File: src/hw/rtl/lzsd_ram.sv
`timescale 1ns / 1ps
`default_nettype none
// ============================================================================
// Generic RAM
// One write port and one read port with registered read data.
// ============================================================================
module lzsd_ram #(
    parameter int WIDTH = 8,
    parameter int DEPTH = 256
) (
    input  wire logic                     clk,
    input  wire logic                     we,
    input  wire logic [$clog2(DEPTH)-1:0] waddr,
    input  wire logic [WIDTH-1:0]         wdata,
    input  wire logic                     re,
    input  wire logic [$clog2(DEPTH)-1:0] raddr,
    output logic      [WIDTH-1:0]         rdata
);

    logic [WIDTH-1:0] mem [DEPTH];

    always_ff @(posedge clk)
    begin
        if (we)
        begin
            mem[waddr] <= wdata;
        end
        if (re)
        begin
            rdata <= mem[raddr];
        end
    end

endmodule
`default_nettype wire

File: config.mk
export PLATFORM = sky130hd
export DESIGN_NAME = lzsd_ram
export DESIGN_NICKNAME = d
export VERILOG_FILES = /design/src/hw/rtl/lzsd_ram.sv
export SDC_FILE = /design/constraint.sdc
export NUM_CORES = 2
export LEC_CHECK = 0
export ABC_AREA = 0
export BUFFER_PORTS_ARGS = -buffer_cell sky130_fd_sc_hd__buf_2
export CAP_MARGIN = 25
export CELL_PAD_IN_SITES_DETAIL_PLACEMENT = 1
export CELL_PAD_IN_SITES_GLOBAL_PLACEMENT = 2
export CORE_MARGIN = 5
export CORE_UTILIZATION = 30
export DETAILED_ROUTE_END_ITERATION = 16
export PLACE_DENSITY = 0.63
export SLEW_MARGIN = 20
export SYNTH_ARGS = -nofsm -noshare
export SYNTH_HDL_FRONTEND = slang
export SYNTH_SLANG_ARGS = --single-unit
File: constraint.sdc
create_clock -name clk -period 2.2 [get_ports clk]
set_input_delay 0.22 -clock clk [delete_from_list [all_inputs] [get_ports clk]]
set_output_delay 0.22 -clock clk [all_outputs]
set_load 0.005 [all_outputs]
==> Word level (Yosys, flattened, before mapping) <==
Memories as Yosys holds them, arrays and structs flattened. A register that Yosys moved wholly into a read port is not among the register bits.
Cells that the tools add are included.
{ "word_totals": {"reg_bits": 0, "ramBits": 2048, "inputBits": 27, "output_inout_bits": 8, "word_cells": 3, "mem_count": 1} }
{ "op_classes": {"n_mux": 2} }
{ "mem_list": {"columns": ["name", "words", "width", "read_ports", "rd_clocked_by_memory_dff", "wr", "line_no", "source"], "rows": [
  ["mem", 256, 8, 1, 1, 1, "20", "logic [WIDTH-1:0] mem [DEPTH];"]
]} }
{ "ops": {"columns": ["op", "n"], "rows": [
  ["$mux W1", 2]
]} }

==> Depth between registers and ports, before layout <==
{ "depth": {"ltp_word": 2, "mapped_depth": 11, "mapped_depth_nobuf": 6} }

==> Least setup slack after synthesis <==
OpenSTA, ideal clock, no wires.
{ "synth_path": {"path_type": "in2reg", "from": "input port raddr[0]", "to": "register rdata[2], read port of mem, data pin", "setup_time_ns": 0.269, "arrival_time_ns": 2.027, "t_required_ns": 1.931, "setup_slack_ns": -0.096, "path_stages": 9, "path_buffers": 4, "cell_sequence": "buf_6 -> buf_12 -> buf_8 -> buf_2 -> mux4_2 -> a22oi_1 -> a21oi_1 -> nor4_1 -> nor4_2"} }
{ "synth_rtl": {"columns": ["element", "line_no", "source"], "rows": [
  ["start, declared", "16", "input wire logic [$clog2(DEPTH)-1:0] raddr,"],
  ["end, declared", "17", "output logic [WIDTH-1:0] rdata"]
]} }

==> impl_metrics.tcl <==
set metrics [dict create \
    path_cells "mux4_2 -> a22o_4 -> a221oi_2 -> buf_4 -> o32ai_4 -> nor3_4 -> buf_6 -> nor4_2" \
    tritoncts "yes" \
    num_rows 189 \
    period_minus_slack_ns 2.38 \
    finalPower_mw 84.4 \
    max-slew-margin-rel_pct 35.5 \
    syn-cell-area_um2 79600 \
    post_cts_repair_setup_buffers 0 \
    yosysUniqueCellTypes 54 \
    met2WireLength_mm 111 \
    placement.setup.worst_slack_ns -1.45 \
    hold-worst-slack_ns 0.111 \
    r2r_setup_slack_ns -0.18 \
    hold_path_startpoint "waddr[6]" \
    report.final.slew_viol_count 0 \
    vdd.ir_drop.worst_mv 0.870 \
    worstSetupStartpoint "mem[82][5]" \
    cp_data_arrival_time_ns 2.94 \
    layout.nets 4518 \
    postSynth.asyncResetShare_pct 0 \
    muxShareOfSynthArea_pct 14.6 \
    fin_worst_skew_ns 0.0223 \
    synth_adder_area_share_pct 0 \
    maximum_level_of_the_cts_h_tree 4 \
    worst-slew-pin-transition_ns 0.965 \
    violations_in_the_final_reports "negative setup slack" \
    buffer_ports.inserted 34 \
    timing.critical_path.slowest_stage_cell "sky130_fd_sc_hd__mux4_2" \
    cts_buffers 209 \
    gr-total-overflow 0 \
    timing.rr.start "mem[82][5]" \
    synth_simple_gate_area_share_pct 2.63 \
    final_antenna_net_count 0 \
    required_ns 2.76 \
    fillCellCount 25800 \
    die_ar_um2 276000 \
    postSynthRegisterBits 2056 \
    timing.setup.tns_ns -0.882 \
    final_critical_path_setup_slack_ns -0.181 \
    top_level_ports 35 \
    via_count 41100 \
    maximum_number_of_pins_on_one_net_before_global_route_repair 89 \
    timing.final.crit_share_pct 108 \
    drc 0 \
    grt_pass1_vias 43100 \
    flow.area_growth_from_synthesis_pct 22.2 \
    synth_top_family_by_area "multiplexers" \
    ys_seq_area_share_pct 77.5 \
    initial_core_util_pct 30.1 \
    routed_via_density 5.01 \
    grt_pass1_wl_mm 328 \
    final_layout_size_suffix_gt1_share_pct 35.1 \
    yosysTopAreaCellShare_pct 77.5 \
    filler_free_cell_count_of_the_finished_design 8202 \
    pwr_density_cell_nw_per_um2 867 \
    regToRegEndpoint "rdata[5]" \
    gpl.final_weighted_congestion 0.826 \
    synth_ff_type "sky130_fd_sc_hd__edfxtp_1" \
    synthesis.nets 3760 \
    dpl_cell_area_um2 89700 \
    finalInstanceArea_um2 97300 \
    placed_cells 7807 \
    maxClockFrequency_ghz 0.420 \
    wl_per_cell_um 28.0 \
    coreArea_um2 265000 \
    place.detailed.hpwl_mm 152 \
    die_height_um 525 \
    r2r.worst_path.cells 8 \
    detailroute.wirelength.met3_mm 13.8 \
    status "complete, but fails checks" \
    routed.top_layer "met5" \
    p_leak_nw 31.2 \
    clkSinkCount 2056 \
    drtPass1Iterations 5 \
    report.final.setup_viol 8 \
    yosys.area_share.xor_xnor_pct 0 \
    m1WireLength_mm 99.3 \
    cts.clk_slew.worst_paths_ns 0.06 \
    sequential_cell_area_um2 61700 \
    multi_input_comb_area_um2 17100 \
    timing.hold.worst_path_depth 4 \
    yosys_warnings 0 \
    hold_class "in2reg" \
    cp-end-kind "register" \
    timing.critical_path.from_type "register" \
    max-cap-violations 0 \
    rsz0062_at_grt "yes" \
    grt_util_all_layers_pct 16.3 \
    synthesized_area_fraction_occupied_by_ao_oa_aoi_and_oai_cells_pct 3.42 \
    netlist_top_cells_count "sky130_fd_sc_hd__edfxtp_1, sky130_fd_sc_hd__mux4_2, sky130_fd_sc_hd__nor2_1, sky130_fd_sc_hd__mux2i_1, sky130_fd_sc_hd__a22oi_1" \
    critPathMaxFanout 1 \
    netlist.top_cell.by_area "sky130_fd_sc_hd__edfxtp_1" \
    post_synth_edffs 2056 \
    final_core_util_pct 36.8 \
    ctsLongestPathBuffers 3 \
    syn-instance-count 3733 \
    worst_path_max_stage_delay_ns 0.50 \
    synth.most_common_cell "sky130_fd_sc_hd__edfxtp_1" \
    worst_skew_pair.late_latency_ns 0.84 \
    initialDrtViolationCount 4171 \
    ws_path_type "reg2reg" \
    wirelength_mm 229 \
    clock_tree.root_cell "sky130_fd_sc_hd__clkbuf_16" \
    grt_antenna_before_repair 17 \
    chip_width_um 525 \
    ys_top_cells_by_area "sky130_fd_sc_hd__edfxtp_1, sky130_fd_sc_hd__mux4_2, sky130_fd_sc_hd__mux2i_1, sky130_fd_sc_hd__nor2_1, sky130_fd_sc_hd__a22oi_1" \
    avgSynthCellArea_um2 21.3 \
    holdPathEnd "mem[236][0]" \
    timing.final.hold_violations 0 \
]
cells in the final DEF, fill, tap and decap left out, types with 10 or more instances in the layout:
cell type and instances:
sky130_fd_sc_hd__a21oi_1 92, sky130_fd_sc_hd__a22oi_1 120, sky130_fd_sc_hd__a22oi_2 13, sky130_fd_sc_hd__buf_12 91, sky130_fd_sc_hd__buf_2 23, sky130_fd_sc_hd__buf_4 636
sky130_fd_sc_hd__buf_6 10, sky130_fd_sc_hd__buf_8 10, sky130_fd_sc_hd__bufinv_16 27, sky130_fd_sc_hd__clkbuf_1 36, sky130_fd_sc_hd__clkbuf_16 215, sky130_fd_sc_hd__clkinv_1 42
sky130_fd_sc_hd__clkinv_2 43, sky130_fd_sc_hd__edfxtp_1 2056, sky130_fd_sc_hd__mux2i_1 134, sky130_fd_sc_hd__mux4_2 454, sky130_fd_sc_hd__nand2_1 33, sky130_fd_sc_hd__nand3_1 34
sky130_fd_sc_hd__nand4_1 10, sky130_fd_sc_hd__nor2_1 274, sky130_fd_sc_hd__nor2b_1 22, sky130_fd_sc_hd__nor3_1 12, sky130_fd_sc_hd__nor4_2 14, sky130_fd_sc_hd__o211ai_1 10
sky130_fd_sc_hd__o21ai_0 10, sky130_fd_sc_hd__o221ai_1 46, sky130_fd_sc_hd__o22ai_1 28
routing by layer:
metal | vias to the layer above | track usage [%]
met5 | - | 0
met4 | 6 | 3.85
met3 | 273 | 2.67
met2 | 1208 | 26.6
met1 | 22400 | 22.9
li1 | 17200 | -
what timing repair did:
action                     in CTS  in global routing
resized for setup              83                 37
pin swaps                      32                 23
cloned                          0                  0
hold buffers                    9                  0
hold endpoints to repair      563                  0
setup endpoints to repair       8                  8
power breakdown:
| part | internal (mW) | total [mW] | switching, mW | leakage [nW] |
|---|---|---|---|---|
| Clock | 21.0 | 36.2 | 15.2 | 3.41 |
| Combinational | 2.01 | 4.94 | 2.93 | 9.29 |
| Sequential | 43.2 | 43.3 | 0.0741 | 18.5 |
layout make-up:
class | instances | share of cell area, %
Tap cell | 3533 | 4.54
Timing Repair Buffer | 780 | 7.29
Clock inverter | 133 | 1.47
Sequential cell | 2056 | 63.4
Antenna cell | 5 | 0.0129
Multi-Input combinational cell | 1442 | 17.6
Inverter | 2 | 0.00771
Clock buffer | 251 | 5.67
flip-flops by register name (all words and copies together) (netlist names):
name / count
mem: 2048
rdata: 8
worst max-delay path, delay by kind of cell, from the launching register on:
kind	cells	cell delay (ns)
AOI/OAI and AO/OA	3	0.57
muxes	1	0.50
DFF	1	0.36
buffers and inverters	2	0.35
and+or+nand+nor	2	0.33
logic make-up after synthesis:
group	count (synthesis)
AO/OA/AOI/OAI	385
buffers and inverters	235
flip-flops	2056
multiplexers	591
AND/OR/NAND/NOR	466
worst max-delay path by stage:
stage / to / slack [ns] / cells after the start
final: rdata[5] / -0.18 / 8
after floorplan: rdata[2] / -0.01 / 9
after global routing: rdata[5] / -0.20 / 7
after global placement: rdata[5] / -1.68 / 10
after CTS: rdata[5] / -0.22 / 8
after detailed placement: rdata[3] / -1.45 / 10
No activity file was read; power rests on OpenSTA's default activity.
