File: src/hw/rtl/lzsd_pkg.sv
`timescale 1ns / 1ps
`default_nettype none
// ============================================================================
// LZSS decompressor package
// Shared constants, codes and structures of the LZSS stream decompressor.
// ============================================================================
package lzsd_pkg;

    localparam int HISTORY_DEPTH     = 65536;
    localparam int HIST_AW           = $clog2(HISTORY_DEPTH);
    localparam int BYTES_PER_RESULT  = 8;
    localparam int CNT_W             = $clog2(BYTES_PER_RESULT + 1);
    localparam int OUT_DATA_W        = 8 * BYTES_PER_RESULT;
    localparam int OUT_TDATA_W       = ((OUT_DATA_W + CNT_W + 7) / 8) * 8;
    localparam int FRAME_W           = 31;
    localparam int LEN_W             = 9;
    localparam int MIN_MATCH         = 4;
    localparam int FLAGS_PER_CONTROL = 8;
    localparam int FLAGS_W           = 4;
    localparam int DIST_W            = 16;

    typedef enum logic [1:0] {
        PH_START   = 2'd0,
        PH_DIST_HI = 2'd1,
        PH_LEN     = 2'd2
    } phase_t;

    typedef enum logic [1:0] {
        KIND_NONE    = 2'd0,
        KIND_LITERAL = 2'd1,
        KIND_COPY    = 2'd2
    } kind_t;

    typedef enum logic [2:0] {
        ST_IDLE = 3'd0,
        ST_EVAL = 3'd1,
        ST_RD   = 3'd2,
        ST_WR   = 3'd3,
        ST_EMIT = 3'd4
    } state_t;

    // Decoder context that persists between input transfers.
    typedef struct packed {
        logic [7:0]         flag_shift;
        logic [FLAGS_W-1:0] flags_left;
        phase_t             token_phase;
        logic [DIST_W-1:0]  match_distance;
        logic [FRAME_W-1:0] produced_count;
        logic               corrupt;
    } lzsd_ctx_t;

    // Decision for one compressed byte.
    typedef struct packed {
        kind_t              kind;
        logic [7:0]         flag_shift;
        logic [FLAGS_W-1:0] flags_left;
        phase_t             token_phase;
        logic [DIST_W-1:0]  match_distance;
        logic               corrupt;
        logic [LEN_W-1:0]   copy_len;
    } lzsd_eval_t;

    // One result item on its way to the output register.
    typedef struct packed {
        logic [OUT_DATA_W-1:0] data;
        logic [CNT_W-1:0]      count;
        logic                  frame_end;
        logic                  status;
    } lzsd_result_t;

endpackage
`default_nettype wire

File: src/hw/rtl/lzsd_out_stage.sv
`timescale 1ns / 1ps
`default_nettype none
// ============================================================================
// LZSS output register
// Holds one result item until the downstream side takes it.
// ============================================================================
module lzsd_out_stage (
    input  wire logic                                clk,
    input  wire logic                                rst_n,
    input  wire logic                                load,
    input  wire lzsd_pkg::lzsd_result_t              result,
    output logic                                     free,
    output logic                                     m_tvalid,
    input  wire logic                                m_tready,
    output logic      [lzsd_pkg::OUT_TDATA_W-1:0]    m_tdata,
    output logic                                     m_tlast,
    output logic      [0:0]                          m_tuser
);

    logic                   valid_reg;
    logic                   valid_next;
    lzsd_pkg::lzsd_result_t result_reg;

    assign free = !valid_reg || m_tready;

    always_comb
    begin
        valid_next = valid_reg;
        if (load && free)
        begin
            valid_next = 1'b1;
        end
        else if (m_tready)
        begin
            valid_next = 1'b0;
        end
    end

    always_ff @(posedge clk or negedge rst_n)
    begin
        if (!rst_n)
        begin
            valid_reg <= 1'b0;
        end
        else
        begin
            valid_reg <= valid_next;
        end
    end

    always_ff @(posedge clk)
    begin
        if (load && free)
        begin
            result_reg <= result;
        end
    end

    assign m_tvalid = valid_reg;
    assign m_tdata  = lzsd_pkg::OUT_TDATA_W'({result_reg.count, result_reg.data});
    assign m_tlast  = result_reg.frame_end;
    assign m_tuser  = result_reg.status;

endmodule
`default_nettype wire

File: config.mk
export PLATFORM = sky130hd
export DESIGN_NAME = lzsd_out_stage
export DESIGN_NICKNAME = d
export VERILOG_FILES = /design/src/hw/rtl/lzsd_pkg.sv /design/src/hw/rtl/lzsd_out_stage.sv
export SDC_FILE = /design/constraint.sdc
export NUM_CORES = 1
export LEC_CHECK = 0
export BUFFER_PORTS_ARGS = -buffer_cell sky130_fd_sc_hd__buf_2
export CORE_MARGIN = 2
export CORE_UTILIZATION = 40
export DETAILED_ROUTE_END_ITERATION = 7
export GPL_ROUTABILITY_DRIVEN = 0
export GPL_TIMING_DRIVEN = 0
export PLACE_DENSITY_LB_ADDON = 0.3
export SYNTH_ARGS = -nofsm -noshare
export SYNTH_HDL_FRONTEND = slang
export SYNTH_SLANG_ARGS = --single-unit
File: constraint.sdc
create_clock -name clk -period 2.1 [get_ports clk]
set_clock_uncertainty 0.15 [all_clocks]
set_input_delay 0.42 -clock clk [delete_from_list [all_inputs] [get_ports clk]]
set_output_delay 0.42 -clock clk [all_outputs]
set_load 0.02 [all_outputs]
[Yosys cells after proc, flatten, opt, wreduce, memory -nomap -nowiden]
Cells that the tools add are included.
Storage, ports and cells
  flip-flop bits (word level): 71
  latch bits: 0
  bits in writable memories: 0
  memory bits (read-only): 0
  word-level logic and storage cells: 11
  memories: 0
Cells by class
  add/subtract/negate cells: 0
  multiply operators: 0
  divide/modulo/power cells: 0
  magnitude comparators: 0
  equal/unequal tests: 0
  shift-type cells: 0
  multiplexer cells: 2
  bitwise operators: 0
  reduce and logical (&&, ||, !) cells: 4
Operators with widths (number)
  1-bit 2-to-1 mux: 2
  2-bit nonzero test: 1
  1-bit logical AND: 1
  1-bit zero test: 1
  1-bit logical OR: 1

[Longest topological paths before layout]
Gate-level depths: netlist of run 1.
  word-level depth: 4
  depth in mapped cells: 2
  gate-level depth less buffers: 2

[Worst setup path before layout of run 1]
Ideal clock, no wire load.
  kind: register -> register
  start: reg valid_reg, in the netlist m_tvalid
  end: reg result_reg, in the netlist m_tdata[0] (enable)
  setup time: 379 ps
  data arrival time: 1206 ps
  required time: 1571 ps
  slack: 365 ps
  stages on the path, launching flop included: 3
  path buffers: 0
  period minus slack after synthesis: 1735 ps
  path through: dfrtp_1 -> nand2b_4 -> and2_4
Between the ends
  longest elaborated chain between the ends: 3
RTL lines
  from (decl): line lzsd_out_stage.sv:20  | logic valid_reg;
  from (signal assigned): line lzsd_out_stage.sv:47  | valid_reg <= valid_next;
  1-bit zero test: line lzsd_out_stage.sv:24  | assign free = !valid_reg || m_tready;
  1-bit logical OR: line lzsd_out_stage.sv:24
  named net free: line lzsd_out_stage.sv:12  | output logic free,
  1-bit logical AND: line lzsd_out_stage.sv:53  | if (load && free)
  to (signal assigned): line lzsd_out_stage.sv:55  | result_reg <= result;
  to (decl): line lzsd_out_stage.sv:22  | lzsd_pkg::lzsd_result_t result_reg;
The timed path passes the listed nets, and every way through them passes these cells.
A chain may end at the register's enable or synchronous reset.

[Worst setup path in the final report of run 1]
  start: reg valid_reg, in the netlist m_tvalid
  end: reg result_reg, in the netlist m_tdata[56] (enable)
Between the ends
  longest elaborated chain between the ends: 3
RTL lines (line)
  1-bit zero test: lzsd_out_stage.sv:24
  1-bit logical OR: lzsd_out_stage.sv:24
  1-bit logical AND: lzsd_out_stage.sv:53
No other way between the ends.

==> qor.csv, run 1 <==
stage,metric,value,unit
status,status,finished clean,
hold_path,worstHoldPathType,primary input to register,
final_layout,nets,313,
power_and_ir_drop,vdd_drop_max,0.8750,mV
critical_path,worstSetupEndpointType,register,
routing,wl_per_cell,13.62,um
timing,max_slew_margin,41.04,%
grt,grt_pass1_wl,6.285,mm
floorplan,row_count,26,
timing,hold_violations,0,
final_layout,drive_gt1_share,67.08,%
power_and_ir_drop,p_leak,1.389,nW
yosys,synth_top_area_cell,edfxtp_1,
place,placed_area,3014,sq um
timing,setup_tns,0,ns
floorplan,fp.coreArea,5205,sq um
final_layout,final_common_cell,buf_2,
clock_tree,h-tree-depth,3,
routing,drc,0,
final_layout,fin_area,3202,sq um
grt,grt_max_degree,71,
final_layout,fillCellCount,423,
grt,grt_util_all_layers,14.59,%
grt,gr-total-overflow,0,
timing,setup_viol,0,
yosys,yosys_warnings,0,
routing,drt_iter0_markers,61,
timing,drv_slew,0,
critical_path,required,1.90,ns
floorplan,chipWidth,77.99,um
floorplan,die_h,77.99,um
critical_path,cp_max_fo,70,
timing,rsz0062_at_grt,no,
floorplan,start_util,42.07,%
yosys,synth-seq-cells,71,
yosys,ys_types,7,
yosys,synth_cells,79,
place,port_buffers,145,
clock_tree,cts.sinks,71,
routing,finalWirelength,4.262,mm
final_layout,antenna_cells,0,
yosys,avgSynthCellArea,27.72,sq um
critical_path,critPathKind,register to register,
routing,vias,1308,
final_layout,areaGrowthSynthToFinish,46.23,%
routing,detail_route.first_pass.iterations,4,
critical_path,critPathLaunchType,register,
run,drv_cap,0,
critical_path,critPathArrivalTime,1.58,ns
timing,fin_crit_sh,84.80,%
yosys,seq_area_frac_synth,97.14,%
grt,first_global_vias,1288,
floorplan,io_pins,150,
clock_tree,clock_path_buffers,2,
yosys,yosys-top-cells-area,"edfxtp_1, buf_4, dfrtp_1",
timing,max_freq,561.6,MHz
clock_tree,insertion_delay,0.32,ns
clock_tree,clk_pin_slew,0.07,ns
clock_tree,root_buffer,clkbuf_8,
timing,worst_pin_slew,0.8844,ns
routing,viasPerCell,4.179,
timing,fin_crit,1.781,ns
floorplan,fp.dieArea,6082,sq um
yosys,synth_area,2190,sq um
routing,drtAntennaViolNets,0,
grt,antenna_found_initial,0,
clock_tree,tritoncts,done,
yosys,netlist.area_leader.share,96.00,%
power_and_ir_drop,power_density,917.6,nW/um^2
final_layout,layout_common_cells,"buf_2, edfxtp_1, clkbuf_8, buf_4, conb_1",
clock_tree,postCtsSetupBuffers,0,
clock_tree,cts_buffers,9,
==> final timing paths <==
kind,from,end,slack (ns),cells after the start
max reg2reg,m_tvalid$_DFFE_PN0P_,m_tdata[56]$_DFFE_PP_,0.32,2
min in group asynchronous,rst_n,m_tvalid$_DFFE_PN0P_,0.25,2
max,m_tvalid$_DFFE_PN0P_,m_tdata[56]$_DFFE_PP_,0.32,2
min,result[12],m_tdata[6]$_DFFE_PP_,0.10,1
max in group asynchronous,rst_n,m_tvalid$_DFFE_PN0P_,1.46,2
min reg2reg,m_tvalid$_DFFE_PN0P_,m_tvalid$_DFFE_PN0P_,0.42,2
==> worst max-delay path: stages (launching register included) <==
cell and delay (ns):
dfrtp_1 0.41, nand2b_4 0.09, and2_4 0.73
==> through the flow <==
| stage | power [mW] | hold slack, ns | util (%) | std cells | setup WS [ns] |
|---|---|---|---|---|---|
| 2_1_floorplan | 1.845 | -0.02559 | - | 82 | 0.3654 |
| 3_3_place_gp | 1.979 | 0.04670 | 57.91 | 297 | 0.2121 |
| 3_5_place_dp | 1.988 | 0.05293 | 57.91 | 297 | 0.1983 |
| 4_1_cts | 2.975 | 0.08728 | 61.51 | 313 | 0.3171 |
| 5_1_grt | 3.041 | 0.09141 | 61.51 | 313 | 0.2285 |
| 6_report | 2.938 | 0.1050 | 61.51 | 313 | 0.3192 |
==> cells in the mapped netlist <==
cell,count
nand2b_4,1
nand2b_1,1
edfxtp_1,70
and2_4,1
conb_1,1
buf_4,4
dfrtp_1,1
==> state kept, by name, summed over array words and instances, names as in the netlist <==
signal / cells
m_tdata: 68
m_tlast: 1
m_tvalid: 1
m_tuser: 1
==> logic make-up after synthesis <==
logic type	Yosys count	share of synthesized area (%)
flip-flops	71	97.14
buffers and inverters	4	1.371
AND/OR/NAND/NOR	3	1.314
other	1	0.1713
==> layer usage <==
metal,part of all wire [%],track usage [%]
met1,35,14.97
met3,13,6.860
met2,50,23.53
met5,0,0
met4,1.7,10.00
==> cell type report <==
class | count | area [sq um] | share of cell area (%)
flip-flops and latches | 71 | 2127 | 66.43
well taps | 70 | 87.58 | 2.735
clock inverters | 5 | 50.05 | 1.563
multi-input cells | 7 | 43.79 | 1.368
plain buffers | 4 | 30.03 | 0.9379
clock buffers | 10 | 127.6 | 3.986
repair buffers | 146 | 735.7 | 22.98
==> power breakdown <==
| group | switching, mW | internal [mW] |
|---|---|---|
| Combinational | 0.182 | 0.105 |
| Clock | 0.452 | 0.532 |
| Sequential | 0.0156 | 1.65 |
==> repair_timing <==
action	CTS	global route
endpoints found under the hold margin	1	0
hold buffers	1	0
gates resized for setup	0	0
Power figures use the tool's default switching activity.
==> run 2, diff against run 1 <==
--- a/config.mk
+++ b/config.mk
@@ -7,7 +7,7 @@
 export LEC_CHECK = 0
 export BUFFER_PORTS_ARGS = -buffer_cell sky130_fd_sc_hd__buf_2
 export CORE_MARGIN = 2
-export CORE_UTILIZATION = 40
+export CORE_UTILIZATION = 36
 export DETAILED_ROUTE_END_ITERATION = 7
 export GPL_ROUTABILITY_DRIVEN = 0
 export GPL_TIMING_DRIVEN = 0
==> constraint.sdc (replaced) <==
create_clock -name clk -period 1.6 [get_ports clk]
set_clock_uncertainty 0.15 [all_clocks]
set_input_delay 0.32 -clock clk [delete_from_list [all_inputs] [get_ports clk]]
set_output_delay 0.32 -clock clk [all_outputs]
set_load 0.02 [all_outputs]
==> run 2 against run 1 <==
Effect of this change:
- design area rose by 17%
- sequential share of layout area down 9.6 points
- worst setup slack worse by 0.22 ns
- maximum frequency increased by 19%
- wire length grew 30%
- sequential power rose by 31%
- largest cell class unchanged
- largest power group unchanged
- highest routed layer unchanged
==> qor.csv, run 2 (synthesis gave the netlist of run 1 again) <==
stage,metric,value,unit
timing,hold_slack,0.01569,ns
timing,setup_tns,0,ns
routing,drc,0,
grt,antenna_found_initial,0,
critical_path,required,1.43,ns
timing,fin_crit_sh,93.83,%
timing,hold_violations,0,
final_layout,antenna_cells,0,
place,dp_cells,302,
status,status,finished clean,
timing,fin_crit,1.501,ns
place,pre_cts_ws,-0.2190,ns
final_layout,layout_common_cells,"buf_2, edfxtp_1, dlygate4sd3_1, clkbuf_8",
floorplan,start_util,37.20,%
routing,detail_route.first_pass.iterations,4,
clock_tree,cts.sinks,71,
critical_path,critPathArrivalTime,1.33,ns
final_layout,multi_input_area,52.55,sq um
critical_path,cp_max_fo,35,
place,port_buffers,145,
floorplan,fp.coreArea,5886,sq um
hold_path,worstHoldPathType,primary input to register,
critical_path,worstSetupEndpointType,register,
floorplan,fp.dieArea,6722,sq um
clock_tree,clk_pin_slew,0.07,ns
floorplan,io_pins,150,
critical_path,critPathKind,register to register,
clock_tree,tritoncts,done,
clock_tree,cts_buffers,9,
critical_path,critPathLaunchType,register,
clock_tree,clock_path_buffers,2,
routing,drt_iter0_markers,76,
clock_tree,postCtsSetupBuffers,0,
final_layout,drive_gt1_share,57.14,%
routing,vias,1550,
routing,finalWirelength,5.529,mm
floorplan,die_h,81.99,um
power_and_ir_drop,total_power,4.175,mW
routing,viasPerCell,4.201,
floorplan,chipWidth,81.99,um
final_layout,nets,363,
routing,wl_per_cell,14.98,um
clock_tree,root_buffer,clkbuf_8,
final_layout,fillCellCount,433,
final_layout,areaGrowthSynthToFinish,70.97,%
grt,gr-total-overflow,0,
final_layout,largest_reg_flops,68,
timing,drv_slew,0,
final_layout,seq_area,2128,sq um
run,drv_cap,0,
routing,drtAntennaViolNets,0,
timing,setup_viol,0,
floorplan,row_count,28,
timing,worst_slack,0.09871,ns
grt,grt_max_degree,36,
clock_tree,insertion_delay,0.33,ns
place,hpwl,3.560,mm
grt,first_global_vias,1519,
grt,grt_util_all_layers,16.26,%
grt,grt_pass1_wl,7.479,mm
clock_tree,h-tree-depth,3,
final_layout,stdcell_count,369,
critical_path,rrSetupSlack,0.1,ns
power_and_ir_drop,vdd_drop_max,0.6031,mV
timing,rsz0062_at_grt,no,
power_and_ir_drop,power_density,1115,nW/um^2
power_and_ir_drop,p_leak,1.612,nW
final_layout,final_common_cell,buf_2,
timing,max_freq,666.1,MHz
## run 2: critical path: stages (launching register included)
cell and delay [ns]:
dfrtp_2 0.42, nand2b_4 0.10, and2_4 0.46
## run 2: worst paths after layout
| kind | from | cells after the start | to |
|---|---|---|---|
| worst max-delay path | m_tvalid$_DFFE_PN0P_ | 2 | m_tdata[41]$_DFFE_PP_ |
| worst min-delay path | result[40] | 1 | m_tdata[34]$_DFFE_PP_ |
| worst max register to register | m_tvalid$_DFFE_PN0P_ | 2 | m_tdata[41]$_DFFE_PP_ |
| worst min register to register | m_tvalid$_DFFE_PN0P_ | 2 | m_tvalid$_DFFE_PN0P_ |
| max in group asynchronous | rst_n | 2 | m_tvalid$_DFFE_PN0P_ |
| min in group asynchronous | rst_n | 2 | m_tvalid$_DFFE_PN0P_ |
## run 2: per-layer routing
| layer | vias up | track usage, % | routed length (um) |
|---|---|---|---|
| met2 | 96 | 27.64 | 2828 |
| met4 | 0 | 11.67 | 144 |
| met1 | 718 | 16.86 | 2008 |
| li1 | 725 | - | - |
| met3 | 11 | 5.165 | 546 |
| met5 | - | 0 | 0 |
## run 2: where the power goes
group          internal, mW  leakage [nW]  total [mW]  switching [mW]
logic                 0.219         0.834       0.483           0.264
clock network         0.872         0.102        1.50           0.629
registers              2.17         0.677        2.19          0.0241
total                  3.26          1.61        4.18           0.918
## run 2: final cells by class
| class | instances | share of cell area [%] |
|---|---|---|
| multi-input combinational | 8 | 1.404 |
| sequential | 71 | 56.85 |
| clock buffer | 10 | 3.409 |
| clock inverter | 6 | 2.273 |
| tap | 75 | 2.507 |
| buffer | 4 | 0.8021 |
| timing repair buffer | 195 | 32.75 |
## run 2: metrics by stage
stage,util (%),area [sq um]
global route,63.61,3744
CTS,61.90,3643
floorplan,-,2202
finish,63.61,3744
detailed placement,51.34,3022
global placement,51.34,3022
## run 2: timing repair
action,CTS,global route
endpoints found under the setup margin,70,0
endpoints found under the hold margin,40,10
resized for setup,1,0
hold buffers,40,10
