[src/hw/rtl/lzsd_pkg.sv]
`timescale 1ns / 1ps
`default_nettype none
// ============================================================================
// LZSS decompressor package
// Shared constants, codes and structures of the LZSS stream decompressor.
// ============================================================================
package lzsd_pkg;

    localparam int HISTORY_DEPTH     = 65536;
    localparam int HIST_AW           = $clog2(HISTORY_DEPTH);
    localparam int BYTES_PER_RESULT  = 8;
    localparam int CNT_W             = $clog2(BYTES_PER_RESULT + 1);
    localparam int OUT_DATA_W        = 8 * BYTES_PER_RESULT;
    localparam int OUT_TDATA_W       = ((OUT_DATA_W + CNT_W + 7) / 8) * 8;
    localparam int FRAME_W           = 31;
    localparam int LEN_W             = 9;
    localparam int MIN_MATCH         = 4;
    localparam int FLAGS_PER_CONTROL = 8;
    localparam int FLAGS_W           = 4;
    localparam int DIST_W            = 16;

    typedef enum logic [1:0] {
        PH_START   = 2'd0,
        PH_DIST_HI = 2'd1,
        PH_LEN     = 2'd2
    } phase_t;

    typedef enum logic [1:0] {
        KIND_NONE    = 2'd0,
        KIND_LITERAL = 2'd1,
        KIND_COPY    = 2'd2
    } kind_t;

    typedef enum logic [2:0] {
        ST_IDLE = 3'd0,
        ST_EVAL = 3'd1,
        ST_RD   = 3'd2,
        ST_WR   = 3'd3,
        ST_EMIT = 3'd4
    } state_t;

    // Decoder context that persists between input transfers.
    typedef struct packed {
        logic [7:0]         flag_shift;
        logic [FLAGS_W-1:0] flags_left;
        phase_t             token_phase;
        logic [DIST_W-1:0]  match_distance;
        logic [FRAME_W-1:0] produced_count;
        logic               corrupt;
    } lzsd_ctx_t;

    // Decision for one compressed byte.
    typedef struct packed {
        kind_t              kind;
        logic [7:0]         flag_shift;
        logic [FLAGS_W-1:0] flags_left;
        phase_t             token_phase;
        logic [DIST_W-1:0]  match_distance;
        logic               corrupt;
        logic [LEN_W-1:0]   copy_len;
    } lzsd_eval_t;

    // One result item on its way to the output register.
    typedef struct packed {
        logic [OUT_DATA_W-1:0] data;
        logic [CNT_W-1:0]      count;
        logic                  frame_end;
        logic                  status;
    } lzsd_result_t;

endpackage
`default_nettype wire

[src/hw/rtl/lzsd_eval.sv]
`timescale 1ns / 1ps
`default_nettype none
// ============================================================================
// LZSS token evaluator
// Decides what one compressed byte does, with one shared remaining-count
// subtractor feeding every check against the frame length.
// ============================================================================
module lzsd_eval (
    input  wire logic                        last,
    input  wire logic [7:0]                  byte_in,
    input  wire logic [lzsd_pkg::FRAME_W-1:0] frame_length,
    input  wire lzsd_pkg::lzsd_ctx_t         ctx,
    output lzsd_pkg::lzsd_eval_t             res
);

    logic [lzsd_pkg::FRAME_W:0]   remaining;
    logic                         exhausted;
    logic [lzsd_pkg::LEN_W-1:0]   len;
    logic [lzsd_pkg::LEN_W-1:0]   inc;

    // Bytes still owed to the frame; negative or zero means the frame is full.
    assign remaining = {1'b0, frame_length} - {1'b0, ctx.produced_count};
    assign exhausted = remaining[lzsd_pkg::FRAME_W] || (remaining == '0);
    assign len       = {1'b0, byte_in} + lzsd_pkg::LEN_W'(lzsd_pkg::MIN_MATCH);

    always_comb
    begin
        res.kind           = lzsd_pkg::KIND_NONE;
        res.flag_shift     = ctx.flag_shift;
        res.flags_left     = ctx.flags_left;
        res.token_phase    = ctx.token_phase;
        res.match_distance = ctx.match_distance;
        res.corrupt        = ctx.corrupt;
        res.copy_len       = len;
        inc                = '0;

        if (!ctx.corrupt)
        begin
            if (exhausted)
            begin
                res.corrupt = 1'b1;
            end
            else
            begin
                case (ctx.token_phase)
                    lzsd_pkg::PH_START:
                    begin
                        if (ctx.flags_left == '0)
                        begin
                            res.flag_shift = byte_in;
                            res.flags_left = lzsd_pkg::FLAGS_W'(lzsd_pkg::FLAGS_PER_CONTROL);
                        end
                        else if (ctx.flag_shift[0])
                        begin
                            res.match_distance = {8'd0, byte_in};
                            res.token_phase    = lzsd_pkg::PH_DIST_HI;
                        end
                        else
                        begin
                            res.kind       = lzsd_pkg::KIND_LITERAL;
                            inc            = lzsd_pkg::LEN_W'(1);
                            res.flag_shift = {1'b0, ctx.flag_shift[7:1]};
                            res.flags_left = ctx.flags_left - lzsd_pkg::FLAGS_W'(1);
                        end
                    end
                    lzsd_pkg::PH_DIST_HI:
                    begin
                        res.match_distance = {byte_in, ctx.match_distance[7:0]};
                        res.token_phase    = lzsd_pkg::PH_LEN;
                    end
                    lzsd_pkg::PH_LEN:
                    begin
                        res.token_phase = lzsd_pkg::PH_START;
                        if ((ctx.match_distance == '0) ||
                            ({15'd0, ctx.match_distance} > ctx.produced_count) ||
                            ({23'd0, len} > remaining))
                        begin
                            res.corrupt = 1'b1;
                        end
                        else
                        begin
                            res.kind       = lzsd_pkg::KIND_COPY;
                            inc            = len;
                            res.flag_shift = {1'b0, ctx.flag_shift[7:1]};
                            res.flags_left = ctx.flags_left - lzsd_pkg::FLAGS_W'(1);
                        end
                    end
                    default:
                    begin
                        res.token_phase = lzsd_pkg::PH_START;
                    end
                endcase
            end
        end

        // The frame must end exactly on its length with no token half done.
        if (last && !res.corrupt &&
            ((remaining != {23'd0, inc}) || (res.token_phase != lzsd_pkg::PH_START)))
        begin
            res.corrupt = 1'b1;
        end
    end

endmodule
`default_nettype wire

[config.mk]
export PLATFORM = sky130hd
export DESIGN_NAME = lzsd_eval
export DESIGN_NICKNAME = d
export VERILOG_FILES = /design/src/hw/rtl/lzsd_pkg.sv /design/src/hw/rtl/lzsd_eval.sv
export SDC_FILE = /design/constraint.sdc
export NUM_CORES = 1
export LEC_CHECK = 0
export BUFFER_PORTS_ARGS = -buffer_cell sky130_fd_sc_hd__buf_2
export CAP_MARGIN = 0
export CORE_MARGIN = 5
export CORE_UTILIZATION = 53
export DETAILED_ROUTE_END_ITERATION = 10
export PLACE_DENSITY = 0.95
export SLEW_MARGIN = 20
export SYNTH_ARGS = -nofsm -noshare
export SYNTH_HDL_FRONTEND = slang
export SYNTH_SLANG_ARGS = --single-unit
[constraint.sdc]
create_clock -name vclk -period 4.9
set_input_delay 0 -clock vclk [all_inputs]
set_output_delay 0 -clock vclk [all_outputs]
set_load 0.05 [all_outputs]
### Yosys cells after proc, flatten, opt, wreduce, memory -nomap -nowiden

Index checks and enable logic that the tools add are counted.

* register bits after elaboration: 0
* input port bits: 102
* output and inout bits: 42
* logic and storage cells: 41

* add/sub/neg operators: 3
* magnitude comparators: 2
* eq/ne operators: 3
* mux-type cells: 21
* reductions and logical operators: 12

Operator list (count)
* $mux W18: 2
* $mux W33: 1
* $gt A9 B32 Y1: 1
* $logic_not A32 Y1: 1
* $mux W32: 1
* $ne A32 B9 Y1: 1
* $pmux W16 S2: 1
* $sub A31 B31 Y32: 1
* $gt A16 B31 Y1: 1
* $pmux W14 S2: 1
* $mux W9: 3
* $pmux W9 S2: 1
* $logic_not A16 Y1: 1
* $mux W14: 1
* $mux W13: 1
* $mux W12: 1
* $add A8 B3 Y9 const B: 1
* $mux W1: 7
* $logic_not A4 Y1: 1
* $logic_or A1 B1 Y1: 4
* $pmux W2 S2: 1
* $sub A4 B1 Y4 const B: 1
* $eq A2 B1 Y1 const B: 1
* $eq A2 B2 Y1 const B: 1
* 4 further kinds: 5

### Longest topological paths before layout

Gate-level depths: netlist (run 1).

* depth after elaboration: 11
* mapped depth: 22
* gate-level depth less buffers: 20

### Worst setup path before layout (run 1)

OpenSTA, ideal clock, no wires.

* path kind: input -> output
* from: input port frame_length[0] (netlist name)
* to: output port res[10] (netlist name)
* arrival: 4.159 ns
* required time: 4.900 ns
* slack: 0.741 ns
* stages: 15
* path buffers: 1
* path through: inv_1 -> ha_1 -> fa_1 -> and2b_1 -> o2111ai_2 -> a211o_1 -> a21oi_2 -> nor2_1 -> a2111oi_2 -> nand4_1 -> or4_4 -> nor2_1 -> nor3_1 -> buf_2 -> o21ai_0

RTL lines
* start, declared: line lzsd_eval.sv:11 `input wire logic [lzsd_pkg::FRAME_W-1:0] frame_length,`
* end, declared: line lzsd_eval.sv:13 `output lzsd_pkg::lzsd_eval_t res`

==> key figures, run 1 <==
Run status
  – Outcome: complete, no violations

Synthesis
  – Top post-synthesis cells by area: ha_1 (19%), nand2_1 (5.8%), a21oi_1 (5.7%)
  – Cell count after synthesis: 586
  – Synth Net Count: around 750
  – Ys Warns: 0
  – Mean Syn Cell Area: 6.61 sq um
  – Yosys top cell by area: ha_1
  – Sequential share of the synthesized area: 0%
  – Synth unique cells: 68
  – Top cell type's share of synthesized area: between 10% and 20%
  – Syn Std Cell Area: 0.00387 sq mm

Detailed routing
  – Pre-Repair DR Iteration Count: 6
  – Final wirelength: approximately 14000 um
  – DR iter-0 viols: about 460
  – Wire length per cell: 17.8 um
  – Antenna Nets Post-Route: 0
  – Via count: 5210
  – Residual DRC: 0
  – Via density: 6.46

Place
  – RD Place Congestion: between 0.9 and 1
  – Placed inst area: 0.00462 sq mm
  – Hpwl dp: 12200 um
  – Port buffer count: between 100 and 150

Cells and area
  – Register area: 0 sq um
  – Ant. Diodes: 0
  – Sequential cell count: 0
  – CLK BUF: 0
  – Layout area overhead: 19.4%
  – Design area: 0.00462 sq mm
  – Share of layout cells above drive strength 1: 24.0%
  – Leading cell type in the layout, fill and taps excluded: buf_2
  – Number of nets in the layout: 870
  – Most frequent cells in the layout: buf_2 (144), nand2_1 (60), ha_1 (58)

STA
  – Final setup fails: 0
  – Min Clock Period, post-route: ~4.5 ns
  – Ratio of final minimum period to clock period: 92.8%
  – Max-slew violations: 0
  – Setup TNS: 0 ns
  – Maximum clock rate: 220 MHz
  – RSZ-0062 raised after global routing: false
  – Relative slew slack: 49.1%
  – Slew @ Worst Pin: 0.757 ns
  – Fin. Hold Viols: 0

Run
  – Maximum capacitance violations: 0

Power and ir drop
  – Sequential Power Share: 0%
  – Power Internal: between 0.0002 and 0.00025 W
  – Clock Power Share: 0%
  – Switching power: 0.000414 W
  – Net Sw Frac: 63.3%
  – Comb pwr share: 100.0%
  – Peak VDD IR: 62.0 uV
  – Pleak: approximately 2.3 nW
  – Pwr Density: 142 mW/mm^2

Hold path
  – HP Class: input port to output pin
  – Hold path depth: 2

Floorplanning
  – Starting Density: 53.9%
  – Die ar.: 0.00911 sq mm
  – Die width: between 90 and 100 um
  – DIE HEIGHT: 95.5 um
  – I/O pin cnt: roughly 140
  – CORE AREA: 0.00718 sq mm
  – Row count: 31

Critical path
  – WP data arrival: 4.55 ns
  – Crit path required time: 4.90 ns
  – CP endpoint kind: output pin
  – Setup CP Type: input port to output pin
  – CP Launch Type: input port
  – CP Max Fanout: 22

Global route
  – Vias in the first global route: 4832
  – Largest net degree at the start of global routing: 23
  – Total GRT Usage: ~30%
  – Overflow after GRT: 0
  – Initial antenna violation count: 0
  – First-pass GRT wire length: 22400 um

Clock tree
  – Cts hold-fix bufs: 0
  – CTS resizes: 0
  – Setup Buffers After CTS: 0
==> per-layer routing <==
layer  vias to the layer above  track usage, %  routed length, um
met1                      2377            37.6               5660
li1                       2446               -                  -
met2                       334            51.8               6650
met3                        53            4.03               1540
met5                         -               0                  0
met4                         0            10.1                521
==> critical path, cell delays in order <==
cell       delay [ns]
buf_2            0.08
inv_1            0.05
ha_1             0.22
fa_1             0.41
and2b_1          0.25
o2111ai_2        0.19
nand2_1          0.17
a31oi_1          0.10
xor2_1           0.35
ha_1             0.32
nand2_1          0.09
a21oi_1          0.05
a221oi_1         0.33
a41oi_1          0.13
nand4_1          0.16
o21a_1           0.60
o211ai_1         0.20
a211oi_1         0.32
nand4_1          0.13
a21o_1           0.19
buf_2            0.21
==> metrics by stage <==
step / utilization, % / hold WS [ns] / instances / total power (W) / setup WS (ns)
after floorplan: - / 0.167 / 586 / 0.000464 / 0.741
after global placement: 64.4 / 0.368 / 806 / 0.000622 / 0.586
after detailed placement: 64.4 / 0.369 / 806 / 0.000637 / 0.428
after CTS: 64.4 / 0.370 / 806 / 0.000640 / 0.424
after global routing: 64.4 / 0.380 / 806 / 0.000709 / 0.0877
final: 64.4 / 0.376 / 806 / 0.000654 / 0.351
==> Yosys cell counts, types with 4 or more instances <==
master	instances
o21ai_0	42
buf_2	7
o21ai_1	5
xor2_1	7
nand3_1	15
o221ai_1	5
and2_1	4
clkbuf_1	15
a22o_1	20
a211oi_1	5
a31oi_1	6
ha_1	58
o21bai_1	4
mux2_2	8
o211ai_1	6
nor2b_1	9
a21oi_1	44
and3_1	13
nor4_1	11
xnor2_1	15
a21o_1	11
nor2_1	38
nand2_1	60
nor3_1	10
nand2b_1	6
a31o_2	4
o31ai_1	4
nand4_1	15
or3_1	5
a211o_1	5
or2_2	4
inv_1	53
mux2i_1	9
o21a_1	13
==> area by class of cell <==
cell class / instances / area, sq um
Timing Repair Buffer: 146 / 736
Tap cell: 99 / 124
Fill cell: 664 / 2550
Multi-Input combinational cell: 508 / 3560
Inverter: 53 / 199
==> logic make-up after synthesis <==
| kind of cell | count (synthesis) | share of synthesized area [%] |
|---|---|---|
| adders and majority gates | 59 | 19.3 |
| buffers and inverters | 78 | 7.98 |
| and+or+nand+nor | 203 | 26.4 |
| muxes | 17 | 4.65 |
| xor gates and xnor gates | 22 | 4.98 |
| AOI/OAI and AO/OA | 207 | 36.7 |
==> power by group through the flow <==
stage	Clock, W	Combinational (W)	Sequential, W
2_1_floorplan	0	0.000464	0
3_3_place_gp	0	0.000622	0
3_5_place_dp	0	0.000637	0
4_1_cts	0	0.000640	0
5_1_grt	0	0.000709	0
6_report	0	0.000654	0
==> final timing paths <==
check                      startpoint     end  slack, ns
worst min-delay path       byte_in[0]  res[0]       0.38
worst max-delay path  frame_length[0]  res[9]       0.35
No activity file was read; power rests on OpenSTA's default activity.
==> run 2: changes to the inputs <==
--- a/config.mk
+++ b/config.mk
@@ -8,9 +8,10 @@
 export BUFFER_PORTS_ARGS = -buffer_cell sky130_fd_sc_hd__buf_2
 export CAP_MARGIN = 0
 export CORE_MARGIN = 5
-export CORE_UTILIZATION = 53
+export CORE_UTILIZATION = 40
 export DETAILED_ROUTE_END_ITERATION = 10
-export PLACE_DENSITY = 0.95
+export GPL_ROUTABILITY_DRIVEN = 0
+export PLACE_DENSITY = 0.78
 export SLEW_MARGIN = 20
 export SYNTH_ARGS = -nofsm -noshare
 export SYNTH_HDL_FRONTEND = slang
==> run 2 against run 1 <==
  * Critical path depth down 3
  * Design area up 1.1%
  * Routed wire length down 2.2%
  * Largest power group unchanged
  * Worst hold slack worse by 0.0022 ns
  * Via count down 4.5%
  * Combinational power about the same
  * Largest cell class unchanged
  * Global-route usage down 7.2 points
  * Sequential share of layout area unchanged
==> key figures, run 2 (synthesized netlist as in run 1, its figures left out) <==
Cells and area
  – Layout area overhead: 20.7%
  – Sequential cell count: 0 (unchanged)
  – Fillers: 1032 (+55%)
  – Register area: 0 sq um (unchanged)
  – Share of layout cells above drive strength 1: 24.2% (+0.11 points)
  – Number of non-filler instances in the completed layout: 841 (+4.3%)
  – CLK BUF: 0 (unchanged)
  – Most frequent cells in the layout: buf_2 (144), nand2_1 (60), ha_1 (58)
  – Number of nets in the layout: 871 (+0.11%)
  – Design area: 0.00467 sq mm (+1.1%)
  – Ant. Diodes: 0 (unchanged)
  – Leading cell type in the layout, fill and taps excluded: buf_2

Global route
  – Overflow after GRT: 0 (unchanged)
  – Total GRT Usage: 22.6% (-7.2 points)
  – Vias in the first global route: 4578 (-5.3%)
  – First-pass GRT wire length: 21900 um (-2.1%)
  – Initial antenna violation count: 0 (unchanged)
  – Largest net degree at the start of global routing: 23 (unchanged)

STA
  – Relative slew slack: 47.2% (-1.8 points)
  – Maximum clock rate: 224 MHz (+1.9%)
  – Final setup fails: 0 (unchanged)
  – Setup TNS: 0 ns (unchanged)
  – Final hold slack: 0.374 ns (-0.00223 ns)
  – Setup WS post-layout: 0.438 ns (+0.0864 ns)
  – Min Clock Period, post-route: 4.46 ns (-0.0864 ns)
  – Max-slew violations: 0 (unchanged)
  – Fin. Hold Viols: 0 (unchanged)
  – Slew @ Worst Pin: 0.784 ns (+0.0270 ns)
  – Ratio of final minimum period to clock period: 91.1% (-1.8 points)
  – RSZ-0062 raised after global routing: false

Run status
  – Outcome: complete, no violations

Critical path
  – Setup CP Type: input port to output pin
  – Slowest-stage cell, CP: or4_4
  – CP Launch Type: input port
  – Max incr delay on CP: 0.58 ns (-0.02 ns)
  – CP endpoint kind: output pin
  – WP data arrival: 4.46 ns (-0.09 ns)
  – CP Buf/Inv Count: 3 (unchanged)
  – Crit path required time: 4.90 ns (about the same)
  – CP Max Fanout: 22 (unchanged)
  – Cell breakdown of the critical path: buf_2, inv_1, ha_1, fa_1, and2b_1, o2111ai_2, a211o_1, a21oi_2, nor2_1, a2111oi_2, nand4_1, or4_4, o21a_1, a311o_1, a22oi_1, nand4_1, a21o_1, buf_2
  – Delay-heaviest family, CP: compound AO/OA/AOI/OAI gates

Detailed routing
  – Pre-Repair DR Iteration Count: 5 (-1)
  – Via count: 4974 (-4.5%)
  – Residual DRC: 0 (unchanged)
  – DR iter-0 viols: 341 (-25%)
  – Via density: 5.91 (-8.5%)
  – Wire length per cell: 16.7 um (-6.3%)
  – Antenna Nets Post-Route: 0 (unchanged)
  – Final wirelength: 14100 um (-2.2%)

Power and ir drop
  – Pwr Density: 139 mW/mm^2 (-1.6%)
  – Power Internal: 0.000241 W (+0.40%)
  – Peak VDD IR: 54.4 uV (-12%)
  – Pleak: 2.30 nW (+0.23%)
  – Switching power: 0.000409 W (-1.0%)
  – Clock Power Share: 0% (unchanged)
  – Sequential Power Share: 0% (unchanged)
  – Comb pwr share: 100.0% (about the same)
  – Net Sw Frac: 62.9% (-0.34 points)

Clock tree
  – Cts hold-fix bufs: 0 (unchanged)
  – Setup Buffers After CTS: 0 (unchanged)
  – CTS resizes: 0 (unchanged)

Floorplanning
  – CORE AREA: 0.00959 sq mm (+34%)
  – DIE HEIGHT: 108 um (+14%)
  – I/O pin cnt: 144 (unchanged)
  – Die width: 108 um (+14%)
  – Row count: 36 (+16%)
  – Starting Density: 40.3% (-14 points)
  – Die ar.: 0.0117 sq mm (+29%)

Hold path
  – HP Class: input port to output pin

Place
  – Placed inst area: 0.00467 sq mm (+1.1%)
  – Place WS: 0.473 ns (+0.0455 ns)
  – Port buffer count: 144 (unchanged)
  – # placed instances: 841 (+4.3%)
  – Hpwl dp: 12000 um (-1.9%)

Run
  – Maximum capacitance violations: 0 (unchanged)
==> run 2: cell types whose count changed in the layout (fill, tap and decap cells not counted) <==
cell   delta
buf_4     +1
==> run 2: metal layers <==
metal,vias up,GRT usage (%),part of all wire (%)
li1,2455,-,-
met1,2216,29.7,42
met2,278,39.0,45
met3,25,3.28,10
met4,0,4.96,2.4
met5,-,0,0
==> run 2: cell type report <==
cell class | instances | area (sq um) | share of cell area [%]
inverters | 53 | 199 | 4.26
multi-input cells | 508 | 3560 | 76.3
well taps | 133 | 166 | 3.56
repair buffers | 147 | 743 | 15.9
==> run 2: power by group through the flow <==
| stage | Clock, W | Sequential (W) | Combinational [W] |
|---|---|---|---|
| detailed placement | 0 | 0 | 0.000637 |
| global placement | 0 | 0 | 0.000635 |
| global route | 0 | 0 | 0.000711 |
| floorplan | 0 | 0 | 0.000464 |
| CTS | 0 | 0 | 0.000640 |
| finish | 0 | 0 | 0.000651 |
==> run 2: final timing paths <==
kind	start	endpoint	slack, ns	cells after the start
setup / recovery	frame_length[0]	res[9]	0.44	18
hold / removal	byte_in[0]	res[0]	0.37	2
==> run 2: metrics by stage <==
stage | power [W] | utilization (%)
floorplan | 0.000464 | -
global placement | 0.000635 | 48.7
detailed placement | 0.000637 | 48.7
CTS | 0.000640 | 48.7
global route | 0.000711 | 48.7
finish | 0.000651 | 48.7
==> run 3: changes to the inputs <==
--- a/config.mk
+++ b/config.mk
@@ -8,10 +8,10 @@
 export BUFFER_PORTS_ARGS = -buffer_cell sky130_fd_sc_hd__buf_2
 export CAP_MARGIN = 0
 export CORE_MARGIN = 5
-export CORE_UTILIZATION = 40
+export CORE_UTILIZATION = 45
 export DETAILED_ROUTE_END_ITERATION = 10
 export GPL_ROUTABILITY_DRIVEN = 0
-export PLACE_DENSITY = 0.78
+export PLACE_DENSITY = 0.85
 export SLEW_MARGIN = 20
 export SYNTH_ARGS = -nofsm -noshare
 export SYNTH_HDL_FRONTEND = slang
==> constraint.sdc (replaced) <==
create_clock -name vclk -period 5.6
set_input_delay 0 -clock vclk [all_inputs]
set_output_delay 0 -clock vclk [all_outputs]
set_load 0.05 [all_outputs]
==> run 3 against run 2 <==
  * Sequential share of layout area unchanged
  * Largest power group unchanged
  * Global-route usage increased by 3.1 points
  * Combinational power is 12% lower
  * Flip-flop and latch count unchanged
  * Cell count is 3.6% lower
  * Design area down 1.1%
  * Worst hold slack is essentially flat
==> key figures, run 3 (synthesized netlist as in run 1, its figures left out) <==
Global route
  – Overflow after GRT: 0 (unchanged)
  – Total GRT Usage: 25.6% (+3.1 points)
  – First-pass GRT wire length: 22400 um (+2.2%)
  – Initial antenna violation count: 0 (unchanged)
  – Largest net degree at the start of global routing: 23 (unchanged)
  – Vias in the first global route: 4811 (+5.1%)

Cells and area
  – Share of layout cells above drive strength 1: 23.9% (-0.21 points)
  – Fillers: 788 (-24%)
  – Layout area overhead: 19.4%
  – Sequential cell count: 0 (unchanged)
  – Most frequent cells in the layout: buf_2 (144), nand2_1 (60), ha_1 (58)
  – Register area: 0 sq um (unchanged)
  – Ant. Diodes: 0 (unchanged)
  – CLK BUF: 0 (unchanged)
  – Number of nets in the layout: 869 (-0.23%)
  – Leading cell type in the layout, fill and taps excluded: buf_2

Detailed routing
  – Via density: 6.38 (+7.8%)
  – Residual DRC: 0 (unchanged)
  – Antenna Nets Post-Route: 0 (unchanged)
  – Final wirelength: 14200 um (+0.88%)
  – DR iter-0 viols: 490 (+44%)
  – Pre-Repair DR Iteration Count: 5 (unchanged)
  – Via count: 5171 (+4.0%)
  – Wire length per cell: 17.5 um (+4.6%)

Clock tree
  – Setup Buffers After CTS: 0 (unchanged)
  – CTS resizes: 0 (unchanged)
  – Cts hold-fix bufs: 0 (unchanged)

Power and ir drop
  – Pwr Density: 124 mW/mm^2 (-11%)
  – Pleak: 2.29 nW (-0.46%)
  – Peak VDD IR: 57.0 uV (+4.7%)

Critical path
  – Max incr delay on CP: 0.48 ns (-0.10 ns)
  – Worst path depth: 18 (unchanged)
  – CP endpoint kind: output pin
  – Delay-heaviest family, CP: compound AO/OA/AOI/OAI gates
  – Cell breakdown of the critical path: buf_2, inv_1, ha_1, fa_1, and2b_1, o2111ai_2, a211o_1, a21o_1, o21ai_0, xor2_1, a2111oi_2, nand4_1, o21a_1, a311o_1, a22oi_1, nand4_1, a21o_1, buf_2
  – Worst Setup EP: res[9]
  – CP startpoint: frame_length[0]
  – CP Buf/Inv Count: 3 (unchanged)
  – Slowest-stage cell, CP: o21a_1
  – Crit path required time: 5.60 ns (+0.70 ns)
  – CP Launch Type: input port
  – WP data arrival: 4.48 ns (+0.02 ns)
  – Setup CP Type: input port to output pin
  – CP Max Fanout: 22 (unchanged)

Floorplanning
  – Row count: 33 (-8.3%)
  – Die ar.: 0.0106 sq mm (-10%)
  – Die width: 103 um (-5.2%)
  – Starting Density: 46.6% (+6.3 points)
  – CORE AREA: 0.00830 sq mm (-13%)
  – I/O pin cnt: 144 (unchanged)
  – DIE HEIGHT: 103 um (-5.2%)

STA
  – Setup WS post-layout: 1.12 ns (+0.683 ns)
  – Fin. Hold Viols: 0 (unchanged)
  – Final setup fails: 0 (unchanged)
  – Ratio of final minimum period to clock period: 80.0%
  – Maximum clock rate: 223 MHz
  – Max-slew violations: 0 (unchanged)
  – Min Clock Period, post-route: 4.48 ns
  – RSZ-0062 raised after global routing: false
  – Relative slew slack: 23.8% (-23 points)
  – Slew @ Worst Pin: 1.13 ns (+0.350 ns)
  – Setup TNS: 0 ns (unchanged)

Run status
  – Outcome: complete, no violations

Place
  – Hpwl dp: 12100 um (+0.71%)
  – Place WS: 1.22 ns (+0.744 ns)
  – Port buffer count: 144 (unchanged)

Hold path
  – HP Class: input port to output pin

Run
  – Maximum capacitance violations: 0 (unchanged)
## run 3: cell count changes in the layout (fill, tap and decap cells not counted), sizes merged
cell / delta
buf: -2
## run 3: worst min-delay path by stage
stage,cells after the start,to,startpoint,slack (ns)
floorplan,1,res[0],byte_in[0],0.17
global placement,2,res[1],byte_in[1],0.37
detailed placement,2,res[1],byte_in[1],0.37
CTS,2,res[1],byte_in[1],0.37
global route,2,res[1],byte_in[1],0.38
finish,2,res[0],byte_in[0],0.37
## run 3: per-stage QoR
stage               cells  cell area, sq um  power (W)  hold slack [ns]  util (%)
finish                811              4620   0.000572            0.373      55.7
floorplan             586              3870   0.000406            0.167         -
global placement      811              4620   0.000542            0.371      55.7
CTS                   811              4620   0.000560            0.371      55.7
global route          811              4620   0.000625            0.381      55.7
detailed placement    811              4620   0.000557            0.371      55.7
## run 3: layout make-up
cell class	instances	area (sq um)	share of cell area (%)
Tap cell	105	131	2.84
Inverter	53	199	4.31
Timing Repair Buffer	145	728	15.8
Multi-Input combinational cell	508	3560	77.1
## run 3: routing by layer
layer  track usage, %  vias up  part of all wire (%)
li1                 -     2448                     -
met1             32.9     2314                    39
met3             3.25       55                    12
met5                0        -                     0
met4             7.87        0                   3.5
met2             44.6      354                    46
## run 3: power breakdown
part	total (W)	switching, W	internal (W)
registers	0	0	0
clock network	0	0	0
logic	0.000572	0.000362	0.000210
total	0.000572	0.000362	0.000210
